**src/rtl/aarm_pkg.sv**
```systemverilog
`timescale 1ns / 1ps
// ----------------------------------------------------------------------------
// Axis-angle rotation matrix package
// Shared types, widths, defaults and the CORDIC arctangent table.
// ----------------------------------------------------------------------------
package aarm_pkg;

  localparam int unsigned FRAC_BITS_DEF     = 14;
  localparam int unsigned CORDIC_STAGES_DEF = 16;

  localparam int unsigned SQ_W    = 32;
  localparam int unsigned SQ_PAD  = 16;
  localparam int unsigned RAD_W   = SQ_W + SQ_PAD;
  localparam int unsigned LEN_W   = RAD_W / 2;
  localparam int unsigned REM_W   = LEN_W + 3;
  localparam int unsigned CZ_W    = 33;
  localparam int unsigned CORE_FRAC = 30;
  localparam int unsigned OUT_W   = 192;

  localparam logic signed [CZ_W-1:0] INV_GAIN = 33'sd652032874;

  typedef enum logic [1:0] {
    QUAD_0,
    QUAD_1,
    QUAD_2,
    QUAD_3
  } quad_e;

  typedef struct packed {
    logic signed [15:0] x;
    logic signed [15:0] y;
    logic signed [15:0] z;
    logic [15:0]        angle;
    logic               nf;
  } item_t;

  typedef struct packed {
    item_t           item;
    logic [SQ_W-1:0] sq;
  } sq_side_t;

  typedef struct packed {
    item_t            item;
    logic             zero;
    logic [LEN_W-1:0] len;
  } div_side_t;

  typedef struct packed {
    logic signed [15:0] ux;
    logic signed [15:0] uy;
    logic signed [15:0] uz;
    quad_e              quad;
  } cor_side_t;

  function automatic logic signed [CZ_W-1:0] atan_turn(input logic [4:0] idx);
    logic signed [CZ_W-1:0] v;
    case (idx)
      5'd0:  v = 33'sd536870912;
      5'd1:  v = 33'sd316933406;
      5'd2:  v = 33'sd167458907;
      5'd3:  v = 33'sd85004756;
      5'd4:  v = 33'sd42667331;
      5'd5:  v = 33'sd21354465;
      5'd6:  v = 33'sd10679838;
      5'd7:  v = 33'sd5340245;
      5'd8:  v = 33'sd2670163;
      5'd9:  v = 33'sd1335087;
      5'd10: v = 33'sd667544;
      5'd11: v = 33'sd333772;
      5'd12: v = 33'sd166886;
      5'd13: v = 33'sd83443;
      5'd14: v = 33'sd41722;
      5'd15: v = 33'sd20861;
      5'd16: v = 33'sd10430;
      5'd17: v = 33'sd5215;
      5'd18: v = 33'sd2608;
      5'd19: v = 33'sd1304;
      5'd20: v = 33'sd652;
      5'd21: v = 33'sd326;
      5'd22: v = 33'sd163;
      5'd23: v = 33'sd81;
      5'd24: v = 33'sd41;
      5'd25: v = 33'sd20;
      5'd26: v = 33'sd10;
      5'd27: v = 33'sd5;
      5'd28: v = 33'sd3;
      5'd29: v = 33'sd1;
      5'd30: v = 33'sd1;
      default: v = '0;
    endcase
    return v;
  endfunction

endpackage

```
**src/rtl/aarm_div_cell.sv**
```systemverilog
`timescale 1ns / 1ps
// ----------------------------------------------------------------------------
// Divider cell
// Resolves one quotient bit for each of the three axis components.
// ----------------------------------------------------------------------------
module aarm_div_cell #(
  parameter int unsigned NW  = 39,
  parameter int unsigned QW  = 16,
  parameter int unsigned BIT = 0
) (
  input  logic                       clk_i,
  input  logic                       rst_ni,
  input  logic                       en_i,
  input  logic                       valid_i,
  input  aarm_pkg::div_side_t        side_i,
  input  logic [2:0][NW-1:0]         rem_i,
  input  logic [2:0][QW-1:0]         quot_i,
  output logic                       valid_o,
  output aarm_pkg::div_side_t        side_o,
  output logic [2:0][NW-1:0]         rem_o,
  output logic [2:0][QW-1:0]         quot_o
);

  logic [NW-1:0]         dvs;
  logic [2:0][NW-1:0]    rem_d;
  logic [2:0][QW-1:0]    quot_d;
  logic                  valid_q;
  aarm_pkg::div_side_t   side_q;
  logic [2:0][NW-1:0]    rem_q;
  logic [2:0][QW-1:0]    quot_q;

  always_comb begin
    dvs = NW'(side_i.len) << BIT;
    for (int l = 0; l < 3; l++) begin
      if (rem_i[l] >= dvs) begin
        rem_d[l]  = rem_i[l] - dvs;
        quot_d[l] = quot_i[l] | (QW'(1) << BIT);
      end else begin
        rem_d[l]  = rem_i[l];
        quot_d[l] = quot_i[l];
      end
    end
  end

  always_ff @(posedge clk_i or negedge rst_ni) begin
    if (!rst_ni) begin
      valid_q <= 1'b0;
    end else if (en_i) begin
      valid_q <= valid_i;
    end
  end

  always_ff @(posedge clk_i) begin
    if (en_i) begin
      side_q <= side_i;
      rem_q  <= rem_d;
      quot_q <= quot_d;
    end
  end

  assign valid_o = valid_q;
  assign side_o  = side_q;
  assign rem_o   = rem_q;
  assign quot_o  = quot_q;

endmodule

```
**config.mk**
```make
export PLATFORM = sky130hd
export DESIGN_NAME = aarm_div_cell
export DESIGN_NICKNAME = d
export VERILOG_FILES = /design/src/rtl/aarm_pkg.sv /design/src/rtl/aarm_div_cell.sv
export SDC_FILE = /design/constraint.sdc
export NUM_CORES = 1
export LEC_CHECK = 0
export BUFFER_PORTS_ARGS = -buffer_cell sky130_fd_sc_hd__clkbuf_2
export CORE_AREA = 2 2 199 201
export DETAILED_ROUTE_END_ITERATION = 6
export DIE_AREA = 0 0 201 203
export HOLD_SLACK_MARGIN = 0.12
export PLACE_DENSITY = 0.72
export SYNTH_ARGS = -nofsm -noshare
export SYNTH_HDL_FRONTEND = slang
export SYNTH_SLANG_ARGS = --single-unit
```
**constraint.sdc**
```tcl
create_clock -name clk_i -period 0.9 [get_ports clk_i]
set_clock_uncertainty 0.15 [all_clocks]
set_input_delay 0.18 -clock clk_i [delete_from_list [all_inputs] [get_ports clk_i]]
set_output_delay 0.18 -clock clk_i [all_outputs]
set_load 0.02 [all_outputs]
```
==> flow_summary_export.csv <==
group,metric,value,unit
status,status,"finished, violations left",
status,violations,"negative hold slack, negative setup slack",
timing,rsz0062_at_grt,"yes",
timing,layout_setup_ws,-1.793,ns
place,numPortBuffers,514,
detailed_routing,drt_pass1_iterations,5,
setup_path,path_max_fanout,3,
yosys,yosys-top-cells-area,"edfxtp_1 56%, ha_1 6.6%, a21oi_1 3.8%, xnor2_1 3.7%, xor2_1 3.0%",
timing,drv_slew,0,
yosys,ys_seq_elements,256,
detailed_routing,wire_per_inst,22.74,um
setup_path,crit_path_start_kind,"primary input",
place,hpwl,42.43,mm
finish,syn_to_final_growth,104.5,%
global_route,grt_pass1_wl,90.22,mm
setup_path,critPathBufInv,3,
min_path,min_path_type,"primary input to register",
yosys,synth_warnings,0,
detailed_routing,vias,15020,
timing,setup_viol,377,
setup_path,cp_slowest_stage_delay,0.51,ns
setup_path,cp_top_family,"compound AO/OA/AOI/OAI gates",
finish,layout_common_cells,"409 x buf_4, 255 x edfxtp_1, 250 x clkbuf_2",
floorplanning,die_w,201,um
global_route,track_usage,0.2882,
global_route,grt_overflow,0,
global_route,antenna_found_initial,9,
finish,nets,2696,
finish,layout_commonest_cell,"buf_4",
clock_tree,htreeDepth,1,
place,gp_congestion,0.9122,
clock_tree,cts_tree,"yes",
setup_path,critPathRequiredTime,1.06,ns
timing,hold_violations,79,
yosys,synth_flop_cell,"edfxtp_1",
flow_run,drv_cap,0,
clock_tree,cts_sinks,256,
timing,min_period,2.693,ns
detailed_routing,routed_wirelength,66.23,mm
detailed_routing,viasPerCell,5.158,
yosys,synthCells,1154,
pwr,power,42280,uW
timing,tightestPinTransition,0.5465,ns
detailed_routing,drc,0,
floorplanning,core,0.03847,mm^2
pwr,leakage,0.01191,uW
finish,drive_gt1_frac,0.5931,
yosys,netlist.area_leader.share,0.5636,
timing,fin_hold_ws,-0.1787,ns
setup_path,crit_arrival,2.86,ns
setup_path,worst_path_max_delay_cell,"or4b_4",
timing,clock.fmax,0.3713,GHz
yosys,syn-cell-area,0.01359,mm^2
yosys,synthArstFlopShare,0.003906,
detailed_routing,drt_iter0_markers,820,
yosys,synth_area_leader_cell,"edfxtp_1",
setup_path,path_cells,"buf_8 > clkinvlp_4 > ha_4 > nand4_1 > buf_4 > o221ai_4 > a211oi_4 > o21ai_2 > a221oi_2 > o22ai_2 > or4b_4 > xnor2_1",
floorplanning,num_rows,72,
clock_tree,clk_pin_slew_worst_paths,0.07,ns
setup_path,worstSetupPathType,"primary input to register",
timing,slew_headroom,0.6323,
floorplanning,io_pins,515,
clock_tree,root_buffer,"clkbuf_16",
yosys,synth_cell_types,78,
place,dp_slack,-2.385,ns
floorplanning,initial_core_util,0.3532,
floorplanning,dieHeight,203,um
clock_tree,insertion_delay,0.56,ns
setup_path,endpoint_kind,"register",
floorplanning,dieArea,0.04080,mm^2
yosys,ys_seq_area_frac,0.5654,
pwr,vdd_drop_max,1.488,mV
yosys,syn_nets,1488,
global_route,grt_pass1_vias,15500,
clock_tree,clockBufferDepth,3,
pwr,p_per_area,1522,mW/mm^2
yosys,synth_edf_count,255,
yosys,avgSynthCellArea,11.77,um^2
timing,min_period_over_period,2.992,
clock_tree,cts_made_buffers,29,
global_route,grt_start_max_net_pins,24,
detailed_routing,postRouteAntennaNets,0,
## path summary, 6_finish.rpt
check	depth (start not counted)	end	slack (ns)	start
setup / recovery	12	rem_o[26]	-1.79	side_i[5]
hold / removal	3	rem_o[92]	-0.18	rem_i[92]
setup reg to reg	2	valid_o	-0.18	valid_o
hold reg to reg	2	valid_o	0.51	valid_o
max in group asynchronous	3	valid_o	0.16	rst_ni
min in group asynchronous	3	valid_o	0.33	rst_ni
## cell usage after synthesis, drive strengths merged, types with 3 or more instances
master     n
a31oi      6
xor2      46
nand4     20
o21a       7
nor2      88
a21o      31
fa         3
a41oi      4
a211oi    13
buf       13
nand4b     6
nor4      17
o21ai     56
or2        7
o221ai     3
o211ai     5
o21bai     9
or4       12
a31o       4
a21boi     7
edfxtp   255
nand3     15
nor3      22
and4       3
nor2b      8
and2       5
nand2     85
inv       51
o22ai      5
xnor2     58
a2111oi    3
clkbuf    24
mux2      13
ha        72
or3       21
nand2b     9
o31ai      5
and3       5
nand3b     5
a21oi    105
or4b       3
## sequential cells by signal (all words and copies together), names as in the netlist
name,count
quot_o,48
valid_o,1
rem_o,117
side_o,90
## layout make-up
class	count	area (um^2)
Sequential cell	256	7684
Multi-Input combinational cell	810	7680
Clock buffer	33	740.7
Tap cell	518	648.1
Antenna cell	10	25.02
Inverter	51	249.0
Fill cell	2483	10680
Timing Repair Buffer	1214	10520
Clock inverter	20	245.2
## power breakdown
part / internal (uW) / total (uW) / leakage (uW) / switching [uW]
Sequential: 14700 / 15300 / 0.00251 / 645
Combinational: 7260 / 14200 / 0.00892 / 6950
Clock: 7370 / 12700 / 0.000479 / 5370
Total: 29300 / 42300 / 0.0119 / 13000
## per-stage QoR
step                TNS [ns]  instance area (um^2)  std cells  hold slack [ns]    util
floorplan            -200.62                 14180       1154          -0.2656       -
global placement     -298.00                 20370       2553          -0.1941  0.5296
detailed placement   -304.08                 20370       2553          -0.1885  0.5296
CTS                  -323.26                 25740       2863          -0.3299  0.6693
global route         -339.18                 27780       2909          -0.1857  0.7222
finish               -328.02                 27790       2912          -0.1787  0.7224
## repair_timing
item,CTS,global route
hold buffers,187,3
buffers inserted,71,53
endpoints found under the hold margin,512,329
gates cloned,7,1
gates resized for setup,390,733
pin swaps,118,111
endpoints found under the setup margin,377,377
## tightest hold or removal path: stages
cell and delay, ns:
clkbuf_2 0.13, nand2_1 0.07, o21ai_2 0.06
## cells by family after synthesis
| kind of cell | synth area share |
|---|---|
| xor+xnor | 0.06704 |
| buf+inv | 0.02597 |
| mux | 0.01225 |
| fa+ha+maj | 0.07072 |
| simple gates | 0.1286 |
| flops | 0.5654 |
| compound gates | 0.1300 |
## layer usage
layer	routed length, um	GRT usage
met1	24120	0.3252
met2	33670	0.5281
met3	3975	0.05024
met4	4471	0.1365
met5	0	0
Note: power is estimated with default switching activity, not from simulation.
