`src/rtl/aarm_pkg.sv`:
```
`timescale 1ns / 1ps
// ----------------------------------------------------------------------------
// Axis-angle rotation matrix package
// Shared types, widths, defaults and the CORDIC arctangent table.
// ----------------------------------------------------------------------------
package aarm_pkg;

  localparam int unsigned FRAC_BITS_DEF     = 14;
  localparam int unsigned CORDIC_STAGES_DEF = 16;

  localparam int unsigned SQ_W    = 32;
  localparam int unsigned SQ_PAD  = 16;
  localparam int unsigned RAD_W   = SQ_W + SQ_PAD;
  localparam int unsigned LEN_W   = RAD_W / 2;
  localparam int unsigned REM_W   = LEN_W + 3;
  localparam int unsigned CZ_W    = 33;
  localparam int unsigned CORE_FRAC = 30;
  localparam int unsigned OUT_W   = 192;

  localparam logic signed [CZ_W-1:0] INV_GAIN = 33'sd652032874;

  typedef enum logic [1:0] {
    QUAD_0,
    QUAD_1,
    QUAD_2,
    QUAD_3
  } quad_e;

  typedef struct packed {
    logic signed [15:0] x;
    logic signed [15:0] y;
    logic signed [15:0] z;
    logic [15:0]        angle;
    logic               nf;
  } item_t;

  typedef struct packed {
    item_t           item;
    logic [SQ_W-1:0] sq;
  } sq_side_t;

  typedef struct packed {
    item_t            item;
    logic             zero;
    logic [LEN_W-1:0] len;
  } div_side_t;

  typedef struct packed {
    logic signed [15:0] ux;
    logic signed [15:0] uy;
    logic signed [15:0] uz;
    quad_e              quad;
  } cor_side_t;

  function automatic logic signed [CZ_W-1:0] atan_turn(input logic [4:0] idx);
    logic signed [CZ_W-1:0] v;
    case (idx)
      5'd0:  v = 33'sd536870912;
      5'd1:  v = 33'sd316933406;
      5'd2:  v = 33'sd167458907;
      5'd3:  v = 33'sd85004756;
      5'd4:  v = 33'sd42667331;
      5'd5:  v = 33'sd21354465;
      5'd6:  v = 33'sd10679838;
      5'd7:  v = 33'sd5340245;
      5'd8:  v = 33'sd2670163;
      5'd9:  v = 33'sd1335087;
      5'd10: v = 33'sd667544;
      5'd11: v = 33'sd333772;
      5'd12: v = 33'sd166886;
      5'd13: v = 33'sd83443;
      5'd14: v = 33'sd41722;
      5'd15: v = 33'sd20861;
      5'd16: v = 33'sd10430;
      5'd17: v = 33'sd5215;
      5'd18: v = 33'sd2608;
      5'd19: v = 33'sd1304;
      5'd20: v = 33'sd652;
      5'd21: v = 33'sd326;
      5'd22: v = 33'sd163;
      5'd23: v = 33'sd81;
      5'd24: v = 33'sd41;
      5'd25: v = 33'sd20;
      5'd26: v = 33'sd10;
      5'd27: v = 33'sd5;
      5'd28: v = 33'sd3;
      5'd29: v = 33'sd1;
      5'd30: v = 33'sd1;
      default: v = '0;
    endcase
    return v;
  endfunction

endpackage

```
`src/rtl/aarm_sqrt_cell.sv`:
```
`timescale 1ns / 1ps
// ----------------------------------------------------------------------------
// Square root cell
// Resolves one bit of the integer square root per cell, digit by digit.
// ----------------------------------------------------------------------------
module aarm_sqrt_cell #(
  parameter int unsigned PAIR = 0
) (
  input  logic                          clk_i,
  input  logic                          rst_ni,
  input  logic                          en_i,
  input  logic                          valid_i,
  input  aarm_pkg::sq_side_t            side_i,
  input  logic [aarm_pkg::REM_W-1:0]    rem_i,
  input  logic [aarm_pkg::LEN_W-1:0]    root_i,
  output logic                          valid_o,
  output aarm_pkg::sq_side_t            side_o,
  output logic [aarm_pkg::REM_W-1:0]    rem_o,
  output logic [aarm_pkg::LEN_W-1:0]    root_o
);

  logic [aarm_pkg::RAD_W-1:0] rad;
  logic [1:0]                 pair;
  logic [aarm_pkg::REM_W-1:0] rem_sh;
  logic [aarm_pkg::REM_W-1:0] trial;
  logic                       ge;
  logic [aarm_pkg::REM_W-1:0] rem_d;
  logic [aarm_pkg::LEN_W-1:0] root_d;
  logic                       valid_q;
  aarm_pkg::sq_side_t         side_q;
  logic [aarm_pkg::REM_W-1:0] rem_q;
  logic [aarm_pkg::LEN_W-1:0] root_q;

  always_comb begin
    rad    = {side_i.sq, {aarm_pkg::SQ_PAD{1'b0}}};
    pair   = rad[2*PAIR +: 2];
    rem_sh = {rem_i[aarm_pkg::REM_W-3:0], pair};
    trial  = {1'b0, root_i, 2'b01};
    ge     = (rem_sh >= trial);
    rem_d  = ge ? (rem_sh - trial) : rem_sh;
    root_d = {root_i[aarm_pkg::LEN_W-2:0], ge};
  end

  always_ff @(posedge clk_i or negedge rst_ni) begin
    if (!rst_ni) begin
      valid_q <= 1'b0;
    end else if (en_i) begin
      valid_q <= valid_i;
    end
  end

  always_ff @(posedge clk_i) begin
    if (en_i) begin
      side_q <= side_i;
      rem_q  <= rem_d;
      root_q <= root_d;
    end
  end

  assign valid_o = valid_q;
  assign side_o  = side_q;
  assign rem_o   = rem_q;
  assign root_o  = root_q;

endmodule

```
`config.mk`:
```
export PLATFORM = sky130hd
export DESIGN_NAME = aarm_sqrt_cell
export DESIGN_NICKNAME = d
export VERILOG_FILES = /design/src/rtl/aarm_pkg.sv /design/src/rtl/aarm_sqrt_cell.sv
export SDC_FILE = /design/constraint.sdc
export NUM_CORES = 1
export LEC_CHECK = 0
export CAP_MARGIN = 20
export CORE_AREA = 2 2 118 120
export CTS_BUF_LIST = sky130_fd_sc_hd__clkbuf_16
export DETAILED_ROUTE_END_ITERATION = 8
export DIE_AREA = 0 0 120 122
export DONT_BUFFER_PORTS = 1
export RECOVER_POWER = 100
export SLEW_MARGIN = 15
export SYNTH_ARGS = -nofsm -noshare
export SYNTH_HDL_FRONTEND = slang
export SYNTH_SLANG_ARGS = --single-unit
export TNS_END_PERCENT = 50
```
`constraint.sdc`:
```
create_clock -name clk_i -period 1.1 [get_ports clk_i]
set_clock_uncertainty 0.15 [all_clocks]
set_input_delay 0.11 -clock clk_i [delete_from_list [all_inputs] [get_ports clk_i]]
set_output_delay 0.11 -clock clk_i [all_outputs]
set_load 0.01 [all_outputs]
```
==> summary.md, run 1 <==
| Metric | Value |
|---|---|
| Hold path depth | `0` |
| # nets final | `876` |
| Clock group share of total power | `0.362` |
| Initial Util | `0.481` |
| Reg-to-reg endpoint | `valid_o$_DFFE_PN0P_` |
| Worst EP required | `about 1.1 ns` |
| Core area | `13500 sq um` |
| Antenna Violating Nets Remaining | `0` |
| Chip height | `122 microns` |
| Quantity of I/O buffers inserted on ports | `0` |
| Residual DRC count | `0` |
| Slew Limit Fails | `0` |
| Die width | `120 microns` |
| Part of the power in combinational logic | `0.166` |
| WL final | `20300 microns` |
| Initial antenna violation count | `0` |
| Final Hold Vio Count | `152` |
| Layout cells sized above 1 | `0.288` |
| Fill count | `884` |
| Run status | `complete, but fails checks` |
| DP Area | `roughly 7600 sq um` |
| Mean Syn Cell Area | `approximately 15 sq um` |
| Post-synth EDFFs | `147` |
| Post-route cell area | `9850 sq um` |
| Post-Syn Nets | `615` |
| Post-synthesis cell area | `6490 sq um` |
| Num ports | `301` |
| DR vias | `4902` |
| Total number of yosys warnings | `0` |
| Cells after synthesis | `about 440` |
| Bufs on Longest Clock Path | `2` |
| Hold Buf Count CTS | `145` |
| Worst setup EP type | `flip-flop` |
| Leakage | `3.82 nW` |
| # diodes | `0` |
| Avg WL per Cell | `22.8 microns` |
| CTS root buf | `clkbuf_16` |
| Initial DRC Count | `358` |
| Reg clk slew, reported paths | `around 0.06 ns` |
| HP Class | `input pin to flip-flop` |
| Num CTS Buffers | `17` |
| Vias in the first global route | `5097` |
| Worst hold margin | `-0.367 ns` |
| Worst vdd ir | `1.17 mV` |
| First-pass DRT Iterations | `5` |
| Seq/Total Area, Yosys | `0.684` |
| WS Path Type | `input pin to flip-flop` |
| Final Critical Period | `1.95 ns` |
| GRT Total Usage | `0.276` |
| Final HPWL DP | `13400 microns` |
| Dominant synthesized flop cell | `edfxtp_1` |
| Die area | `14600 sq um` |
| R2r setup slk | `0.04 ns` |
| Num rows | `43` |
| #FFs+latches synth | `148` |
| Setup TNS | `-23.70 ns` |
| Vias per cell | `5.50` |
| Power share of the sequential group | `0.473` |
| Sw Pwr | `4.07 mW` |
| Hold endpoint | `root_o[1]$_DFFE_PP_` |
| Final GP Congestion | `approximately 0.87` |
| P per Cell Area | `1600 nW/um^2` |
| Async SR Flop Fraction | `0.00676` |
| CTS tree | `built` |
| Maximum clock frequency | `between 500 and 600 MHz` |
| Final Core Density | `0.730` |
| Area growth syn-to-layout | `51.7%` |
| Unique masters post-synth | `59` |
| Tightest Pin Transition | `0.420 ns` |
| Finish-stage setup viols | `157` |
| Failing checks | `negative hold slack, negative setup slack` |
| Clk_lat worst skew | `0.42 ns` |
| Worst-path maximum fanout | `5` |
| Max-cap violations | `0` |
| Number of clock sinks | `148` |
| WP data arrival | `1.96 ns` |
| Worst R2R Path Depth | `2` |
| Sw Ratio | `0.258` |
| Element type at the critical path start | `input pin` |
| Fin crit share | `1.77` |
| CTS H-tree depth | `4` |
| Largest net degree at the start of global routing | `149` |
| Unrepaired setup endpoints after global routing | `true` |
| Critical hold path startpoint | `root_i[0]` |
| Reg2reg start | `valid_o$_DFFE_PN0P_` |
| Rel. slew slack | `0.718` |
| Internal power | `11.7 mW` |
| Overflow after GRT | `0` |
| First-pass GRT wire length | `between 20000 and 30000 microns` |
| Crit path setup slack, layout | `-0.849 ns` |
logic make-up after synthesis:
group / share of synthesized area
AO/OA/AOI/OAI: 0.137
XOR/XNOR: 0.0162
adder cells (fa/ha/maj): 0.0493
buffers and inverters: 0.0297
flip-flops: 0.684
multiplexers: 0.0276
AND/OR/NAND/NOR: 0.0563
how the worst max path moves through the flow:
stage | from | to | slack, ns | cells after the start
after floorplan | root_i[1] | rem_o[10]$_DFFE_PP_ | -1.30 | 10
after global placement | root_i[8] | rem_o[13]$_DFFE_PP_ | -1.38 | 8
after detailed placement | root_i[8] | rem_o[10]$_DFFE_PP_ | -1.41 | 8
after CTS | rem_i[22] | rem_o[10]$_DFFE_PP_ | -0.82 | 8
after global routing | root_i[1] | rem_o[25]$_DFFE_PP_ | -0.89 | 9
final | rem_i[22] | rem_o[10]$_DFFE_PP_ | -0.85 | 8
layer usage:
layer	vias up	global-route usage	share of wire
met2	251	0.478	0.52
met1	2376	0.308	0.37
met3	64	0.0857	0.076
met4	0	0.137	0.039
li1	2211	-	-
met5	-	0	0
worst max-delay path: stages:
cell,delay [ns]
ha_4,0.22
a21o_1,0.18
a211oi_4,0.34
nand3_2,0.19
o31ai_4,0.28
or2_4,0.26
inv_8,0.07
mux2_4,0.30
cells in the mapped netlist (all sizes together), types with 4 or more instances:
library cell,n,area share
clkbuf,6,0.0037
mux2,12,0.026
a21oi,29,0.022
and2,4,0.0039
o31ai,11,0.020
xor2,4,0.0054
nor3,7,0.0054
o21ai,28,0.022
xnor2,8,0.011
ha,24,0.046
edfxtp,147,0.68
a21boi,5,0.0058
o21a,9,0.010
nand2b,4,0.0039
a21o,13,0.015
nor2,20,0.012
a211oi,5,0.0077
buf,5,0.0062
nand3,5,0.0046
nand4,4,0.0039
nand2,15,0.0091
inv,33,0.020
cell usage in the layout, fill, tap and decap left out, types with 4 or more instances in the layout:
| cell type | Yosys | routed |
|---|---|---|
| buf_6 | 2 | 5 |
| a21o_1 | 13 | 12 |
| a21oi_1 | 29 | 20 |
| and2_1 | 4 | 4 |
| o31ai_2 | 4 | 4 |
| xnor2_1 | 8 | 8 |
| nand4_1 | 4 | 4 |
| dlygate4sd3_1 | 0 | 145 |
| ha_1 | 24 | 10 |
| nor3_1 | 7 | 6 |
| o21a_1 | 9 | 9 |
| a21oi_2 | 0 | 9 |
| nand2_1 | 14 | 14 |
| buf_4 | 1 | 101 |
| edfxtp_1 | 147 | 147 |
| xor2_1 | 4 | 4 |
| inv_6 | 1 | 4 |
| o21ai_0 | 27 | 24 |
| nor2_1 | 20 | 18 |
| nand3_1 | 4 | 4 |
| o21ai_1 | 1 | 4 |
| clkbuf_16 | 0 | 17 |
| ha_4 | 0 | 13 |
| inv_1 | 32 | 26 |
| o31ai_4 | 2 | 4 |
| inv_2 | 0 | 5 |
| mux2_4 | 9 | 10 |
sequential cells by signal (all words and copies together) (netlist names):
register  count
side_o       97
valid_o       1
root_o       24
rem_o        26
through the flow:
stage | power (mW) | instances | setup WS, ns | hold WS [ns]
4_1_cts | 15.7 | 890 | -0.817 | -0.388
2_1_floorplan | 8.61 | 438 | -1.30 | -0.336
5_1_grt | 16.3 | 892 | -0.891 | -0.387
3_3_place_gp | 9.44 | 709 | -1.38 | -0.335
6_report | 15.8 | 892 | -0.849 | -0.367
3_5_place_dp | 9.48 | 709 | -1.41 | -0.335
power groups by stage:
stage / registers (mW) / logic (mW) / clock network [mW]
final: 7.46 / 2.61 / 5.71
after global routing: 7.48 / 2.81 / 6.00
after CTS: 7.45 / 2.49 / 5.74
after detailed placement: 7.56 / 1.92 / 0
after global placement: 7.55 / 1.89 / 0
after floorplan: 7.39 / 1.22 / 0
repair_timing:
item                       in CTS  in global routing
hold endpoints to repair      294                152
setup endpoints to repair     176                176
gates cloned                    1                  0
buffers inserted                4                  3
pin swaps                      13                  5
resized for setup              37                 16
layout make-up:
type                    instances  area [sq um]  area share
flip-flops and latches        148          4440       0.451
repair buffers                252          2270       0.231
multi-input cells             246          2170       0.221
clock buffers                  17           425      0.0432
well taps                     180           225      0.0229
clock inverters                15           155      0.0157
inverters                      33           149      0.0151
repair inverters                1          11.3     0.00114
No activity file was read; power rests on OpenSTA's default activity.
==> run 2, diff against run 1 <==
--- a/config.mk
+++ b/config.mk
@@ -6,10 +6,10 @@
 export NUM_CORES = 1
 export LEC_CHECK = 0
 export CAP_MARGIN = 20
-export CORE_AREA = 2 2 118 120
+export CORE_AREA = 2 2 117 119
 export CTS_BUF_LIST = sky130_fd_sc_hd__clkbuf_16
 export DETAILED_ROUTE_END_ITERATION = 8
-export DIE_AREA = 0 0 120 122
+export DIE_AREA = 0 0 119 121
 export DONT_BUFFER_PORTS = 1
 export RECOVER_POWER = 100
 export SLEW_MARGIN = 15
==> run 2 against run 1 <==
Effect of this change: the run still ends with negative hold slack, negative setup slack left; sequential share of layout area shrank 0.97 points; non-clock buffer count is 14 higher; first-iteration DRC count unchanged; sequential power about the same; critical endpoint is now rem_o[25]$_DFFE_PP_; highest routed layer unchanged.
==> summary.md, run 2 (synthesis results as in run 1) <==
| Metric | Value |
|---|---|
| Run status | `complete, but fails checks` |
| Failing checks | `negative hold slack, negative setup slack` |
| Slew Limit Fails | `0 (unchanged)` |
| Worst vdd ir | `1.11 mV (-5.3%)` |
| Fin crit share | `1.87 (+0.100)` |
| HP Class | `input pin to flip-flop` |
| Power share of the sequential group | `0.461 (-0.012)` |
| Antenna Violating Nets Remaining | `0 (unchanged)` |
| Maximum clock frequency | `486 MHz (-5.3%)` |
| Clock group share of total power | `0.360 (-0.002)` |
| DR vias | `5062 (+3.3%)` |
| Leakage | `3.93 nW (+2.9%)` |
| Vias per cell | `5.61 (+2.1%)` |
| P per Cell Area | `1600 nW/um^2 (+0.19%)` |
| Cell Chain, Critical Path | `inv_12 -> ha_4 -> a21oi_2 -> nand4b_1 -> a2111oi_4 -> buf_4 -> nor2_2 -> a2111o_1 -> a32o_1` |
| Total length of routed met3 wires | `1770 microns (+15%)` |
| Initial Util | `0.496 (+0.0154)` |
| Reg clk slew, reported paths | `0.06 ns (about the same)` |
| Max-cap violations | `0 (unchanged)` |
| Setup crit end | `rem_o[25]$_DFFE_PP_` |
| Part of the power in combinational logic | `0.179 (+0.013)` |
| Worst R2R Path Depth | `1 (-1)` |
| Sw Ratio | `0.255 (-0.00326)` |
| Internal power | `12.0 mW (+2.8%)` |
| Die width | `119 microns (-0.83%)` |
| Num CTS Buffers | `17 (unchanged)` |
| Bufs on Longest Clock Path | `2 (unchanged)` |
| FF+latch area | `4440 sq um (unchanged)` |
| Element type at the critical path start | `input pin` |
| Worst EP required | `1.12 ns (about the same)` |
| M1 WL | `8100 microns (+8.0%)` |
| Levels on crit path | `9 (+1)` |
| Final Hold Vio Count | `153 (+0.66%)` |
| Rel. slew slack | `0.682 (-0.0359)` |
| Worst setup EP type | `flip-flop` |
| Initial DRC Count | `358 (unchanged)` |
| Commonest non-fill, non-tap cell in the layout | `edfxtp_1` |
| WP data arrival | `2.08 ns (+0.12 ns)` |
| Finish-stage setup viols | `147 (-6.4%)` |
| Initial antenna violation count | `1 (+1)` |
| Num rows | `42 (-2.3%)` |
| Crit path setup slack, layout | `-0.959 ns (-0.110 ns)` |
| Unrepaired setup endpoints after global routing | `true` |
| Num ports | `301 (unchanged)` |
| Worst-path maximum fanout | `3 (-2)` |
| Final Critical Period | `2.06 ns (+0.110 ns)` |
| Final HPWL DP | `14000 microns (+4.7%)` |
| Clk_lat worst skew | `0.41 ns (about the same)` |
| GRT Total Usage | `0.297 (+0.0209)` |
| Layout cells sized above 1 | `0.305 (+0.0169)` |
| Crit. Startpoint | `root_i[1]` |
| First-pass DRT Iterations | `5 (unchanged)` |
| Vias in the first global route | `5089 (-0.16%)` |
| WS Path Type | `input pin to flip-flop` |
| WL final | `21800 microns (+7.3%)` |
| Max Used Layer | `met4` |
| Worst hold margin | `-0.362 ns (+0.00500 ns)` |
| Area growth syn-to-layout | `55.1%` |
| Final GP Congestion | `0.860 (-1.2%)` |
| CTS H-tree depth | `4 (unchanged)` |
| Sw Pwr | `4.11 mW (+1.1%)` |
| First-pass GRT wire length | `31200 microns (+5.8%)` |
| CTS root buf | `clkbuf_16` |
| WP buf/inv | `2 (+1)` |
| Final Core Density | `0.769 (+0.0399)` |
| Chip height | `121 microns (-0.82%)` |
| CTS tree | `built` |
| Metal2 WL | `11200 microns (+6.7%)` |
| Core area | `13100 sq um (-3.1%)` |
| R2r setup slk | `0.15 ns (+0.11 ns)` |
| Hold Buf Count CTS | `144 (-0.69%)` |
| Die area | `14400 sq um (-1.6%)` |
| Multi-input logic area | `2240 sq um (+2.9%)` |
| Quantity of I/O buffers inserted on ports | `0 (unchanged)` |
| Fill count | `779 (-12%)` |
| Avg WL per Cell | `24.2 microns (+6.1%)` |
| CP delay by family, top | `compound AO/OA/AOI/OAI gates` |
| Most frequent cells in the layout | `edfxtp_1 (147), dlygate4sd3_1 (144), buf_4 (112)` |
| # nets final | `890 (+1.6%)` |
| Largest net degree at the start of global routing | `149 (unchanged)` |
| Residual DRC count | `0 (unchanged)` |
| Reg-to-reg endpoint | `valid_o$_DFFE_PN0P_` |
| Tightest Pin Transition | `0.473 ns (+0.0531 ns)` |
| Number of clock sinks | `148 (unchanged)` |
| CP max stage delay | `0.48 ns (+0.14 ns)` |
| Reg2reg start | `valid_o$_DFFE_PN0P_` |
| Worst path slowest cell | `a2111oi_4` |
| Overflow after GRT | `0 (unchanged)` |
| Largest register FFs | `97 (unchanged)` |
| Setup TNS | `-25.29 ns (-1.59 ns)` |
[run 2: through the flow]
stage                     setup WS, ns  cell area (sq um)  hold WS [ns]  cells  power, mW
after global routing            -0.973              10100        -0.387    902       16.7
final                           -0.959              10100        -0.362    902       16.2
after CTS                       -0.866               9970        -0.382    897       16.1
after global placement           -1.40               7600        -0.336    712       9.49
after detailed placement         -1.42               7600        -0.336    712       9.52
after floorplan                  -1.30               6630        -0.336    438       8.61
[run 2: area by class of cell]
type / count / share of cell area
sequential: 148 / 0.441
timing repair buffer: 266 / 0.239
multi-input combinational: 246 / 0.222
clock buffer: 17 / 0.0423
tap: 176 / 0.0219
clock inverter: 14 / 0.0163
inverter: 33 / 0.0160
timing repair inverter: 1 / 0.00112
antenna: 1 / 0.000249
[run 2: worst min path at each step]
stage	start	to	slack, ns	cells past startpoint
global route	root_i[0]	root_o[1]$_DFFE_PP_	-0.39	0
CTS	root_i[1]	root_o[2]$_DFFE_PP_	-0.38	0
global placement	rst_ni	valid_o$_DFFE_PN0P_	-0.34	0
floorplan	rst_ni	valid_o$_DFFE_PN0P_	-0.34	0
finish	root_i[0]	root_o[1]$_DFFE_PP_	-0.36	0
detailed placement	rst_ni	valid_o$_DFFE_PN0P_	-0.34	0
[run 2: power by group through the flow]
| stage | registers, mW | clock network, mW | logic, mW |
|---|---|---|---|
| 6_report | 7.45 | 5.82 | 2.88 |
| 5_1_grt | 7.47 | 6.14 | 3.07 |
| 3_5_place_dp | 7.55 | 0 | 1.97 |
| 2_1_floorplan | 7.39 | 0 | 1.22 |
| 3_3_place_gp | 7.54 | 0 | 1.95 |
| 4_1_cts | 7.44 | 5.88 | 2.73 |
[run 2: metal layers]
| metal | up-vias | track usage |
|---|---|---|
| met4 | 0 | 0.126 |
| li1 | 2239 | - |
| met5 | - | 0 |
| met3 | 50 | 0.0968 |
| met1 | 2500 | 0.341 |
| met2 | 273 | 0.510 |
[run 2: what timing repair did]
action,CTS,global route
setup endpoints to repair,176,176
setup buffers,10,4
gates resized for setup,70,14
gates cloned,1,0
endpoints found under the hold margin,294,153
pin swaps,17,10
