File: src/rtl/aarm_pkg.sv
`timescale 1ns / 1ps
// ----------------------------------------------------------------------------
// Axis-angle rotation matrix package
// Shared types, widths, defaults and the CORDIC arctangent table.
// ----------------------------------------------------------------------------
package aarm_pkg;

  localparam int unsigned FRAC_BITS_DEF     = 14;
  localparam int unsigned CORDIC_STAGES_DEF = 16;

  localparam int unsigned SQ_W    = 32;
  localparam int unsigned SQ_PAD  = 16;
  localparam int unsigned RAD_W   = SQ_W + SQ_PAD;
  localparam int unsigned LEN_W   = RAD_W / 2;
  localparam int unsigned REM_W   = LEN_W + 3;
  localparam int unsigned CZ_W    = 33;
  localparam int unsigned CORE_FRAC = 30;
  localparam int unsigned OUT_W   = 192;

  localparam logic signed [CZ_W-1:0] INV_GAIN = 33'sd652032874;

  typedef enum logic [1:0] {
    QUAD_0,
    QUAD_1,
    QUAD_2,
    QUAD_3
  } quad_e;

  typedef struct packed {
    logic signed [15:0] x;
    logic signed [15:0] y;
    logic signed [15:0] z;
    logic [15:0]        angle;
    logic               nf;
  } item_t;

  typedef struct packed {
    item_t           item;
    logic [SQ_W-1:0] sq;
  } sq_side_t;

  typedef struct packed {
    item_t            item;
    logic             zero;
    logic [LEN_W-1:0] len;
  } div_side_t;

  typedef struct packed {
    logic signed [15:0] ux;
    logic signed [15:0] uy;
    logic signed [15:0] uz;
    quad_e              quad;
  } cor_side_t;

  function automatic logic signed [CZ_W-1:0] atan_turn(input logic [4:0] idx);
    logic signed [CZ_W-1:0] v;
    case (idx)
      5'd0:  v = 33'sd536870912;
      5'd1:  v = 33'sd316933406;
      5'd2:  v = 33'sd167458907;
      5'd3:  v = 33'sd85004756;
      5'd4:  v = 33'sd42667331;
      5'd5:  v = 33'sd21354465;
      5'd6:  v = 33'sd10679838;
      5'd7:  v = 33'sd5340245;
      5'd8:  v = 33'sd2670163;
      5'd9:  v = 33'sd1335087;
      5'd10: v = 33'sd667544;
      5'd11: v = 33'sd333772;
      5'd12: v = 33'sd166886;
      5'd13: v = 33'sd83443;
      5'd14: v = 33'sd41722;
      5'd15: v = 33'sd20861;
      5'd16: v = 33'sd10430;
      5'd17: v = 33'sd5215;
      5'd18: v = 33'sd2608;
      5'd19: v = 33'sd1304;
      5'd20: v = 33'sd652;
      5'd21: v = 33'sd326;
      5'd22: v = 33'sd163;
      5'd23: v = 33'sd81;
      5'd24: v = 33'sd41;
      5'd25: v = 33'sd20;
      5'd26: v = 33'sd10;
      5'd27: v = 33'sd5;
      5'd28: v = 33'sd3;
      5'd29: v = 33'sd1;
      5'd30: v = 33'sd1;
      default: v = '0;
    endcase
    return v;
  endfunction

endpackage

File: src/rtl/aarm_cordic_cell.sv
`timescale 1ns / 1ps
// ----------------------------------------------------------------------------
// CORDIC cell
// One rotation-mode micro-rotation of the sine and cosine vector.
// ----------------------------------------------------------------------------
module aarm_cordic_cell #(
  parameter int unsigned IDX = 0
) (
  input  logic                               clk_i,
  input  logic                               rst_ni,
  input  logic                               en_i,
  input  logic                               valid_i,
  input  aarm_pkg::cor_side_t                side_i,
  input  logic signed [aarm_pkg::CZ_W-1:0]   x_i,
  input  logic signed [aarm_pkg::CZ_W-1:0]   y_i,
  input  logic signed [aarm_pkg::CZ_W-1:0]   z_i,
  output logic                               valid_o,
  output aarm_pkg::cor_side_t                side_o,
  output logic signed [aarm_pkg::CZ_W-1:0]   x_o,
  output logic signed [aarm_pkg::CZ_W-1:0]   y_o,
  output logic signed [aarm_pkg::CZ_W-1:0]   z_o
);

  logic signed [aarm_pkg::CZ_W-1:0] dx;
  logic signed [aarm_pkg::CZ_W-1:0] dy;
  logic signed [aarm_pkg::CZ_W-1:0] at;
  logic signed [aarm_pkg::CZ_W-1:0] x_d;
  logic signed [aarm_pkg::CZ_W-1:0] y_d;
  logic signed [aarm_pkg::CZ_W-1:0] z_d;
  logic                             valid_q;
  aarm_pkg::cor_side_t              side_q;
  logic signed [aarm_pkg::CZ_W-1:0] x_q;
  logic signed [aarm_pkg::CZ_W-1:0] y_q;
  logic signed [aarm_pkg::CZ_W-1:0] z_q;

  always_comb begin
    dx = y_i >>> IDX;
    dy = x_i >>> IDX;
    at = aarm_pkg::atan_turn(5'(IDX));
    if (!z_i[aarm_pkg::CZ_W-1]) begin
      x_d = x_i - dx;
      y_d = y_i + dy;
      z_d = z_i - at;
    end else begin
      x_d = x_i + dx;
      y_d = y_i - dy;
      z_d = z_i + at;
    end
  end

  always_ff @(posedge clk_i or negedge rst_ni) begin
    if (!rst_ni) begin
      valid_q <= 1'b0;
    end else if (en_i) begin
      valid_q <= valid_i;
    end
  end

  always_ff @(posedge clk_i) begin
    if (en_i) begin
      side_q <= side_i;
      x_q    <= x_d;
      y_q    <= y_d;
      z_q    <= z_d;
    end
  end

  assign valid_o = valid_q;
  assign side_o  = side_q;
  assign x_o     = x_q;
  assign y_o     = y_q;
  assign z_o     = z_q;

endmodule

File: config.mk
export PLATFORM = sky130hd
export DESIGN_NAME = aarm_cordic_cell
export DESIGN_NICKNAME = d
export VERILOG_FILES = /design/src/rtl/aarm_pkg.sv /design/src/rtl/aarm_cordic_cell.sv
export SDC_FILE = /design/constraint.sdc
export NUM_CORES = 1
export LEC_CHECK = 0
export BUFFER_PORTS_ARGS = -buffer_cell sky130_fd_sc_hd__buf_2
export CORE_MARGIN = 10
export CORE_UTILIZATION = 53
export CTS_CLUSTER_DIAMETER = 150
export DETAILED_ROUTE_END_ITERATION = 16
export HOLD_SLACK_MARGIN = 0.05
export PLACE_DENSITY = 0.82
export SKIP_CTS_REPAIR_TIMING = 1
export SYNTH_ARGS = -nofsm -noshare
export SYNTH_HDL_FRONTEND = slang
export SYNTH_SLANG_ARGS = --single-unit
File: constraint.sdc
create_clock -name clk_i -period 1 [get_ports clk_i]
set_clock_uncertainty 0.15 [all_clocks]
set_input_delay 0.2 -clock clk_i [delete_from_list [all_inputs] [get_ports clk_i]]
set_output_delay 0.2 -clock clk_i [all_outputs]
set_load 0.02 [all_outputs]
==> results of run 1 <==
[Yosys cell counts (7+ instances only)]
cell,number
edfxtp_1,148
inv_1,98
o211ai_1,11
nand4_1,9
a21o_1,21
nand2_1,55
mux2i_1,16
a211oi_1,15
ha_1,106
clkbuf_1,21
nand3_1,17
nor4_1,14
o21ai_1,29
o21ai_0,37
xnor2_1,58
nor2_1,65
nor2b_1,13
nor3_1,23
a21oi_1,128
buf_2,18
or3_1,9
inv_2,7
o31ai_1,12
o21bai_1,13
[per-stage QoR]
| step | setup WS [ps] | cells |
|---|---|---|
| floorplan | -1650 | 1033 |
| global placement | -2000 | 1893 |
| detailed placement | -2100 | 1893 |
| CTS | -1680 | 1925 |
[cells by family after synthesis]
kind of cell,after synthesis,share of synthesized area
flip-flops,149,0.437
AND/OR/NAND/NOR,225,0.105
AO/OA/AOI/OAI,315,0.189
multiplexers,18,0.0179
buffers and inverters,153,0.0588
XOR/XNOR,63,0.0540
adder cells (fa/ha/maj),110,0.138
==> results.cfg, run 1 <==
[floorplanning]
die_x_microns = 159
start_util = 0.543
rows = 50
io_pins = 303
fp.dieH_microns = 159

[yosys]
synth_edf_count = 148
synth_nets = 1296
ys_ff_latch = 149
synthesis.area_sq_um = 10200
ys.warnings.count = 0
synthCells = 1033
synthFlopType = edfxtp_1
yosys-top-cells-area = edfxtp_1, ha_1, a21oi_1
yosys.area.top_type = edfxtp_1
async_flop_share = 0.00671
seq_area_frac_synth = 0.437
avgSynthCellArea_sq_um = 9.89
synth_top_area_frac = 0.435
synthDistinctLibCells = 67

[placement]
postPlaceCellArea_sq_um = 15100
gp_congestion = 1.01
dp_hpwl_mm = 34.8
port_buffers = 302

[global_routing]
grt_max_degree = 30

[sta]
endpoint_type = register data pin
grt-worst-endpoint = x_o[31]$_DFFE_PP_/D

[run_status]
stop_stage = 5_1_grt
error = [ERROR DPL-0038] Utilization greater than 100%, impossible to legalize
outcome = stopped before the end

[clock_network]
cts-root-buf = clkbuf_16
cts_buffers = 17
h-tree-depth = 4
clk_path_buf_depth = 2
cts_sinks = 149
==> run 2: changes to the inputs <==
--- a/config.mk
+++ b/config.mk
@@ -7,11 +7,9 @@
 export LEC_CHECK = 0
 export BUFFER_PORTS_ARGS = -buffer_cell sky130_fd_sc_hd__buf_2
 export CORE_MARGIN = 10
-export CORE_UTILIZATION = 53
-export CTS_CLUSTER_DIAMETER = 150
+export CORE_UTILIZATION = 40
 export DETAILED_ROUTE_END_ITERATION = 16
-export HOLD_SLACK_MARGIN = 0.05
-export PLACE_DENSITY = 0.82
+export PLACE_DENSITY_LB_ADDON = 0.15
 export SKIP_CTS_REPAIR_TIMING = 1
 export SYNTH_ARGS = -nofsm -noshare
 export SYNTH_HDL_FRONTEND = slang
==> run 2 against run 1 <==
Effect of this change:
- area after synthesis is the same
- synthesized cell count is the same
- the flow now finishes, with violations (negative setup slack)
==> results.cfg, run 2 <==
[sta]
setup_viol = 214
finalHoldViolCount = 0
hold_slack_ps = 14.0
tightest_slew_ps = 667
rsz0062_at_grt = true
timing.final.crit_share = 2.45
setup_slack_ps = -1450
slew_headroom = 0.548
fin_tns_setup_ps = -119180
final_max_slew_viol_count = 0
fmax_mhz = 409
finalCriticalPeriod_ps = 2450

[global_routing]
globalRouteTotalUtil = 0.245
antenna_found_initial = 1
grt_pass1_wl_mm = 62.5
grt_overflow = 0
grt_pass1_vias = 10800
grt_max_degree = 35

[hold_path]
holdPathEnd = z_o[30]$_DFFE_PP_
min_delay_path_depth = 2
hold_start = z_i[29]
min_path_type = input port to register

[yosys]
synthCells = 1033
synthFlopType = edfxtp_1
synthTopCellsByCount = edfxtp_1, a21oi_1, ha_1
ys_ff_latch = 149
synthDistinctLibCells = 67
avgSynthCellArea_sq_um = 9.89
synth_nets = 1296
ys.warnings.count = 0
seq_area_frac_synth = 0.437
synth_edf_count = 148
synth_top_area_frac = 0.435
synthesis.area_sq_um = 10200
async_flop_share = 0.00671
yosys-top-cells-area = edfxtp_1, ha_1, a21oi_1
synth_most_common_cell = edfxtp_1
yosys.area.top_type = edfxtp_1

[routing]
wirelength_mm = 46.9
ant_nets = 0
drc = 0
drt_first_pass_iters = 7
num_vias = 11400
routed_via_density = 5.29
wl_per_cell_microns = 21.9
drt-initial-drc-count = 808

[finish]
largest_reg_flops = 50
fin_util = 0.767
layout-drive-gt1-share = 0.565
antennaDiodeCount = 0
area_growth_pct = 89.1
final_cell_mix = buf_4, buf_2, buf_6, edfxtp_1, dlygate4sd3_1
mostFrequentLayoutCell = buf_4
layout.cells.non_filler = 2148
finalNetCount = 2068

[floorplanning]
die_x_microns = 180
core-area_sq_um = 25200
start_util = 0.406
dieArea_sq_um = 32300
fp.dieH_microns = 180
io_pins = 303
rows = 58

[worst_setup_path]
crit_slowest_cell = or3_4
r2r_start = valid_o$_DFFE_PN0P_
cp_data_arrival_time_ps = 2480
critPathCaptureType = register
rr_worst_depth = 1
critPathMaxStageDelay_ps = 350
r2r_slack_ps = 70
crit_chain = buf_8 -> ha_4 -> buf_6 -> a21oi_4 -> a21oi_2 -> or3_4 -> buf_6 -> buf_12 -> a21o_4 -> nor3_4 -> a211oi_2 -> buf_4 -> a211oi_2 -> a21oi_1 -> xnor2_1
path_class = input port to register
required_ps = 1040
path_max_fanout = 7
r2r-end = valid_o$_DFFE_PN0P_
cp-start-kind = input port

[clock_network]
h-tree-depth = 4
cts_tree = built
clk_path_buf_depth = 2
cts_sinks = 149
cts-root-buf = clkbuf_16
clk_pin_slew_ps = 70
insertion_delay_ps = 430
cts_buffers = 17

[pwr]
power_density_nw_per_um2 = 1330
ir_worst_vdd_mv = 0.943
total_power_mw = 25.8
p_leak_nw = 8.61

[placement]
dp_cells = 1995
dp_hpwl_mm = 34.4
gp_congestion = 0.907
port_buffers = 302

[job]
cap_violations = 0

[run_status]
outcome = finished with violations
violations = negative setup slack
[run 2: worst max-delay path: cells and delay by family]
kind,cells,cell delay (ps)
compound gates,6,740
xor+xnor,1,130
fa+ha+maj,1,270
buf+inv,5,650
simple gates,2,470
[run 2: metal layers]
metal / GRT usage / vias up / part of all wire
met4: 0.0853 / 2 / 0.032
met2: 0.417 / 486 / 0.50
met1: 0.298 / 5495 / 0.41
met5: 0 / - / 0.00030
met3: 0.0560 / 91 / 0.058
li1: - / 5286 / -
[run 2: layout make-up]
class	instances	area, sq um
multi-input cells	731	6810
repair buffers	796	6540
fillers	1646	5860
flip-flops and latches	149	4470
inverters	108	469
clock buffers	17	425
well taps	330	413
clock inverters	15	178
repair inverters	2	17.5
[run 2: kinds of logic after synthesis]
kind of cell | after synthesis | synth area share
mux | 18 | 0.0179
xor+xnor | 63 | 0.0540
flops | 149 | 0.437
fa+ha+maj | 110 | 0.138
compound gates | 315 | 0.189
simple gates | 225 | 0.105
buf+inv | 153 | 0.0588
[run 2: how the worst max path moves through the flow]
stage | startpoint | to | slack [ps]
2_1_floorplan | x_i[22] | x_o[31]$_DFFE_PP_ | -1650
3_3_place_gp | y_i[8] | x_o[29]$_DFFE_PP_ | -2030
3_5_place_dp | y_i[8] | x_o[29]$_DFFE_PP_ | -2070
4_1_cts | y_i[8] | x_o[29]$_DFFE_PP_ | -1670
5_1_grt | x_i[7] | x_o[29]$_DFFE_PP_ | -1540
6_report | y_i[4] | x_o[26]$_DFFE_PP_ | -1450
[run 2: metrics by stage]
step / worst slack, ps / cell area (sq um)
after floorplan: -1650 / 11000
after global placement: -2030 / 15500
after detailed placement: -2070 / 15500
after CTS: -1670 / 16100
after global routing: -1540 / 19300
final: -1450 / 19300
[run 2: power breakdown]
group | internal, mW | total [mW] | switching, mW
sequential | 7.85 | 8.24 | 0.398
combinational | 5.30 | 10.8 | 5.49
clock | 3.39 | 6.73 | 3.34
total | 16.5 | 25.8 | 9.23
Power figures use the tool's default switching activity.
==> run 3: changes to the inputs <==
--- a/config.mk
+++ b/config.mk
@@ -8,8 +8,10 @@
 export BUFFER_PORTS_ARGS = -buffer_cell sky130_fd_sc_hd__buf_2
 export CORE_MARGIN = 10
 export CORE_UTILIZATION = 40
+export CTS_BUF_LIST = sky130_fd_sc_hd__clkbuf_4 sky130_fd_sc_hd__clkbuf_8
 export DETAILED_ROUTE_END_ITERATION = 16
-export PLACE_DENSITY_LB_ADDON = 0.15
+export MAX_ROUTING_LAYER = met4
+export PLACE_DENSITY = 0.62
 export SKIP_CTS_REPAIR_TIMING = 1
 export SYNTH_ARGS = -nofsm -noshare
 export SYNTH_HDL_FRONTEND = slang
==> run 3 against run 2 <==
Effect of this change:
- the flow finishes with violations (negative hold slack, negative setup slack)
- non-clock buffer count rose by 11
- via count is 1.6% higher
- largest cell class unchanged
- count of clock-buffer cells in the layout unchanged
- utilization increased by 1.3 points
- critical endpoint is now x_o[31]$_DFFE_PP_
- fmax is 0.77% lower
==> results.cfg, run 3 (same netlist as run 2, synthesis figures left out) <==
[run_status]
outcome = finished with violations
violations = negative hold slack, negative setup slack

[pwr]
intPower_mw = 15.3
p_leak_nw = 8.65
switchingPower_mw = 9.27
total_power_mw = 24.6
clkPwrFrac = 0.208
seq_power_share = 0.336
combPwrFrac = 0.456
ir_worst_vdd_mv = 1.04
p_sw_frac = 0.377
power_density_nw_per_um2 = 1250

[finish]
fin_util = 0.780
layout.cells.non_filler = 2159
final_cell_mix = buf_4, buf_6, buf_2
area_growth_pct = 92.3
largest_reg_flops = 50
mostFrequentLayoutCell = buf_4
finalNetCount = 2078
layout-drive-gt1-share = 0.579
final_area_sq_um = 19700
fill_cells = 1562

[routing]
m1WireLength_mm = 19.6
wl_per_cell_microns = 22.3
met3_length_mm = 2.71
drc = 0
top_layer = met4
wirelength_mm = 48.1
met2WireLength_mm = 24.3
ant_nets = 0
drt-initial-drc-count = 996
num_vias = 11500
drt_first_pass_iters = 6
routed_via_density = 5.35

[clock_network]
insertion_delay_ps = 470
cts_sinks = 149
clk_path_buf_depth = 2
clk_pin_slew_ps = 120
cts_buffers = 17
h-tree-depth = 4
cts_tree = built
cts-root-buf = clkbuf_8

[sta]
hold_slack_ps = -43.6
tightest_slew_ps = 664
timing.final.crit_share = 2.47
final_max_slew_viol_count = 0
finalHoldViolCount = 2
fmax_mhz = 406
rsz0062_at_grt = true
finalCriticalPeriod_ps = 2470
slew_headroom = 0.557
setup_viol = 215
setup_slack_ps = -1470

[worst_setup_path]
r2r_start = valid_o$_DFFE_PN0P_
cp-start-kind = input port
critPathCaptureType = register
r2r_slack_ps = -50
path_class = input port to register
required_ps = 1100
cp_data_arrival_time_ps = 2560
path_max_fanout = 3
critPathLaunch = x_i[1]

[hold_path]
min_path_type = input port to register
hold_start = y_i[0]

[floorplanning]
start_util = 0.406
io_pins = 303
fp.dieH_microns = 180
rows = 58
die_x_microns = 180
core-area_sq_um = 25200
dieArea_sq_um = 32300

[global_routing]
globalRouteTotalUtil = 0.249
antenna_found_initial = 1
grt_overflow = 0
grt_max_degree = 41
grt_pass1_wl_mm = 62.2
grt_pass1_vias = 10700

[placement]
port_buffers = 302
dp_hpwl_mm = 34.2
postPlaceCellArea_sq_um = 15600
dp_cells = 2003
gp_congestion = 0.979

[job]
cap_violations = 0
## run 3: per-stage QoR
step	setup WS, ps	setup TNS (ps)
final	-1470	-127320
after global routing	-1500	-135410
after CTS	-1580	-132390
after detailed placement	-2050	-125060
after global placement	-2050	-121690
after floorplan	-1650	-74310
## run 3: area by class of cell
class,count,area (sq um),share of cell area
flip-flops and latches,149,4470,0.227
repair buffers,807,6810,0.346
diodes,1,2.50,0.000127
clock inverters,15,183,0.00930
repair inverters,1,8.76,0.000446
clock buffers,17,234,0.0119
inverters,108,472,0.0240
well taps,330,413,0.0210
multi-input cells,731,7060,0.359
## run 3: per-layer routing
metal	vias to the layer above	GRT usage
met5	-	-
met4	0	0.0519
met3	86	0.0392
met2	519	0.422
met1	5634	0.308
li1	5306	-
## run 3: critical path, stage by stage
cell	delay [ps]
buf_8	90
clkinvlp_4	120
ha_4	300
nand3b_1	170
a21oi_4	210
or3_4	180
a31oi_4	110
o41ai_4	400
nor4_4	110
or4_4	420
a22oi_2	170
xor2_1	90
## run 3: final timing paths
check                                       to  depth (start not counted)
max                          x_o[31]$_DFFE_PP_                         12
max reg2reg                valid_o$_DFFE_PN0P_                          2
max in group asynchronous  valid_o$_DFFE_PN0P_                          3
min                           x_o[0]$_DFFE_PP_                          3
min reg2reg                valid_o$_DFFE_PN0P_                          2
min in group asynchronous  valid_o$_DFFE_PN0P_                          3
## run 3: power groups by stage
stage          Clock, mW  Sequential [mW]  Combinational [mW]
2_1_floorplan          0             9.15                3.29
3_3_place_gp           0             8.17                8.36
5_1_grt             5.38             8.32                11.8
6_report            5.11             8.26                11.2
4_1_cts             5.11             8.06                8.47
3_5_place_dp           0             8.20                8.42
==> run 4: changes to the inputs <==
--- a/config.mk
+++ b/config.mk
@@ -6,7 +6,6 @@
 export NUM_CORES = 1
 export LEC_CHECK = 0
 export BUFFER_PORTS_ARGS = -buffer_cell sky130_fd_sc_hd__buf_2
-export CORE_MARGIN = 10
 export CORE_UTILIZATION = 40
 export CTS_BUF_LIST = sky130_fd_sc_hd__clkbuf_4 sky130_fd_sc_hd__clkbuf_8
 export DETAILED_ROUTE_END_ITERATION = 16
==> run 4 against run 3 <==
Effect of this change:
- the run still ends with negative hold slack, negative setup slack left
- utilization fell by 0.97 points
- via count fell by 1.9%
- clock power shrank 1%
- critical path depth unchanged
- critical path type unchanged
==> results.cfg, run 4 (same netlist as run 2, synthesis figures left out) <==
[sta]
setup_slack_ps = -1470
fin_tns_setup_ps = -123080
timing.final.crit_share = 2.47
finalHoldViolCount = 3
finalCriticalPeriod_ps = 2470
fmax_mhz = 405
tightest_slew_ps = 666
hold_slack_ps = -32.0
final_max_slew_viol_count = 0
rsz0062_at_grt = true
setup_viol = 217
slew_headroom = 0.549

[global_routing]
grt_overflow = 0
antenna_found_initial = 0
grt_pass1_wl_mm = 55.0
grt_max_degree = 38
globalRouteTotalUtil = 0.280
grt_pass1_vias = 10300

[routing]
routed_via_density = 5.24
drc = 0
drt-initial-drc-count = 793
drt_first_pass_iters = 5
wl_per_cell_microns = 19.4
ant_nets = 0
wirelength_mm = 42.1
num_vias = 11300

[floorplanning]
fp.dieH_microns = 162
io_pins = 303
core-area_sq_um = 25100
rows = 58
dieArea_sq_um = 26200
start_util = 0.407
die_x_microns = 162

[pwr]
p_leak_nw = 8.58
ir_worst_vdd_mv = 0.929
power_density_nw_per_um2 = 1240
total_power_mw = 24.0

[run_status]
violations = negative hold slack, negative setup slack
outcome = finished with violations

[clock_network]
h-tree-depth = 4
cts_buffers = 17
insertion_delay_ps = 460
cts_tree = built
cts-root-buf = clkbuf_8
clk_pin_slew_ps = 110
clk_path_buf_depth = 2
cts_sinks = 149

[worst_setup_path]
cp_data_arrival_time_ps = 2530
critPathCaptureType = register
required_ps = 1060
path_max_fanout = 4
critPathLaunch = x_i[1]
critPathMaxStageDelay_ps = 400
crit_top_cell = a21oi_4
cp-start-kind = input port
path_class = input port to register
r2r_start = valid_o$_DFFE_PN0P_
crit_slowest_cell = or3_4
crit_chain = buf_8 -> buf_4 -> ha_2 -> a21oi_4 -> a21oi_4 -> or3_4 -> a31oi_4 -> o41ai_4 -> nor4_2 -> or4_4 -> a22oi_2 -> xor2_1

[finish]
area_growth_pct = 89.3
mostFrequentLayoutCell = buf_4
finalNetCount = 2084
fin_util = 0.771
antennaDiodeCount = 0
final_cell_mix = buf_4, buf_2, buf_6
layout-drive-gt1-share = 0.568
final_area_sq_um = 19300
largest_reg_flops = 50

[hold_path]
hold_start = y_i[0]
min_path_type = input port to register

[job]
cap_violations = 0

[placement]
dp_hpwl_mm = 29.9
gp_congestion = 0.963
postPlaceCellArea_sq_um = 15500
port_buffers = 302
-- run 4: metrics by stage --
stage          cells  setup slack [ps]
2_1_floorplan   1033             -1650
3_3_place_gp    2000             -2180
3_5_place_dp    2000             -2170
4_1_cts         2032             -1710
5_1_grt         2164             -1470
6_report        2164             -1470
-- run 4: per-layer routing --
metal,vias up,share of wire,track usage
met3,91,0.059,0.0324
met1,5428,0.41,0.355
met4,0,0.029,0.0763
met2,496,0.50,0.472
li1,5316,-,-
met5,-,0,-
-- run 4: worst paths after layout --
path,slack [ps],cells after the start,endpoint
max in group asynchronous,160,3,valid_o$_DFFE_PN0P_
setup / recovery,-1470,12,x_o[31]$_DFFE_PP_
setup reg to reg,30,1,valid_o$_DFFE_PN0P_
hold reg to reg,470,1,valid_o$_DFFE_PN0P_
hold / removal,-30,3,x_o[0]$_DFFE_PP_
min in group asynchronous,430,3,valid_o$_DFFE_PN0P_
-- run 4: final cells by class --
| cell class | instances | area, sq um |
|---|---|---|
| multi-input cells | 731 | 6930 |
| repair buffers | 813 | 6620 |
| fillers | 1661 | 5760 |
| flip-flops and latches | 149 | 4470 |
| inverters | 108 | 483 |
| well taps | 330 | 413 |
| clock buffers | 17 | 234 |
| clock inverters | 15 | 188 |
| repair inverters | 1 | 11.3 |
-- run 4: critical path: cells and delay by family --
| kind | cells | cell delay, ps |
|---|---|---|
| simple gates | 3 | 1000 |
| fa+ha+maj | 1 | 200 |
| compound gates | 5 | 710 |
| xor+xnor | 1 | 170 |
| buf+inv | 2 | 250 |
-- run 4: where the power goes --
| part | leakage [nW] | switching, mW | total [mW] | internal (mW) |
|---|---|---|---|---|
| Clock | 0.207 | 3.12 | 5.06 | 1.94 |
| Combinational | 6.92 | 5.44 | 10.7 | 5.30 |
| Sequential | 1.46 | 0.348 | 8.18 | 7.84 |
| Total | 8.58 | 8.91 | 24.0 | 15.1 |
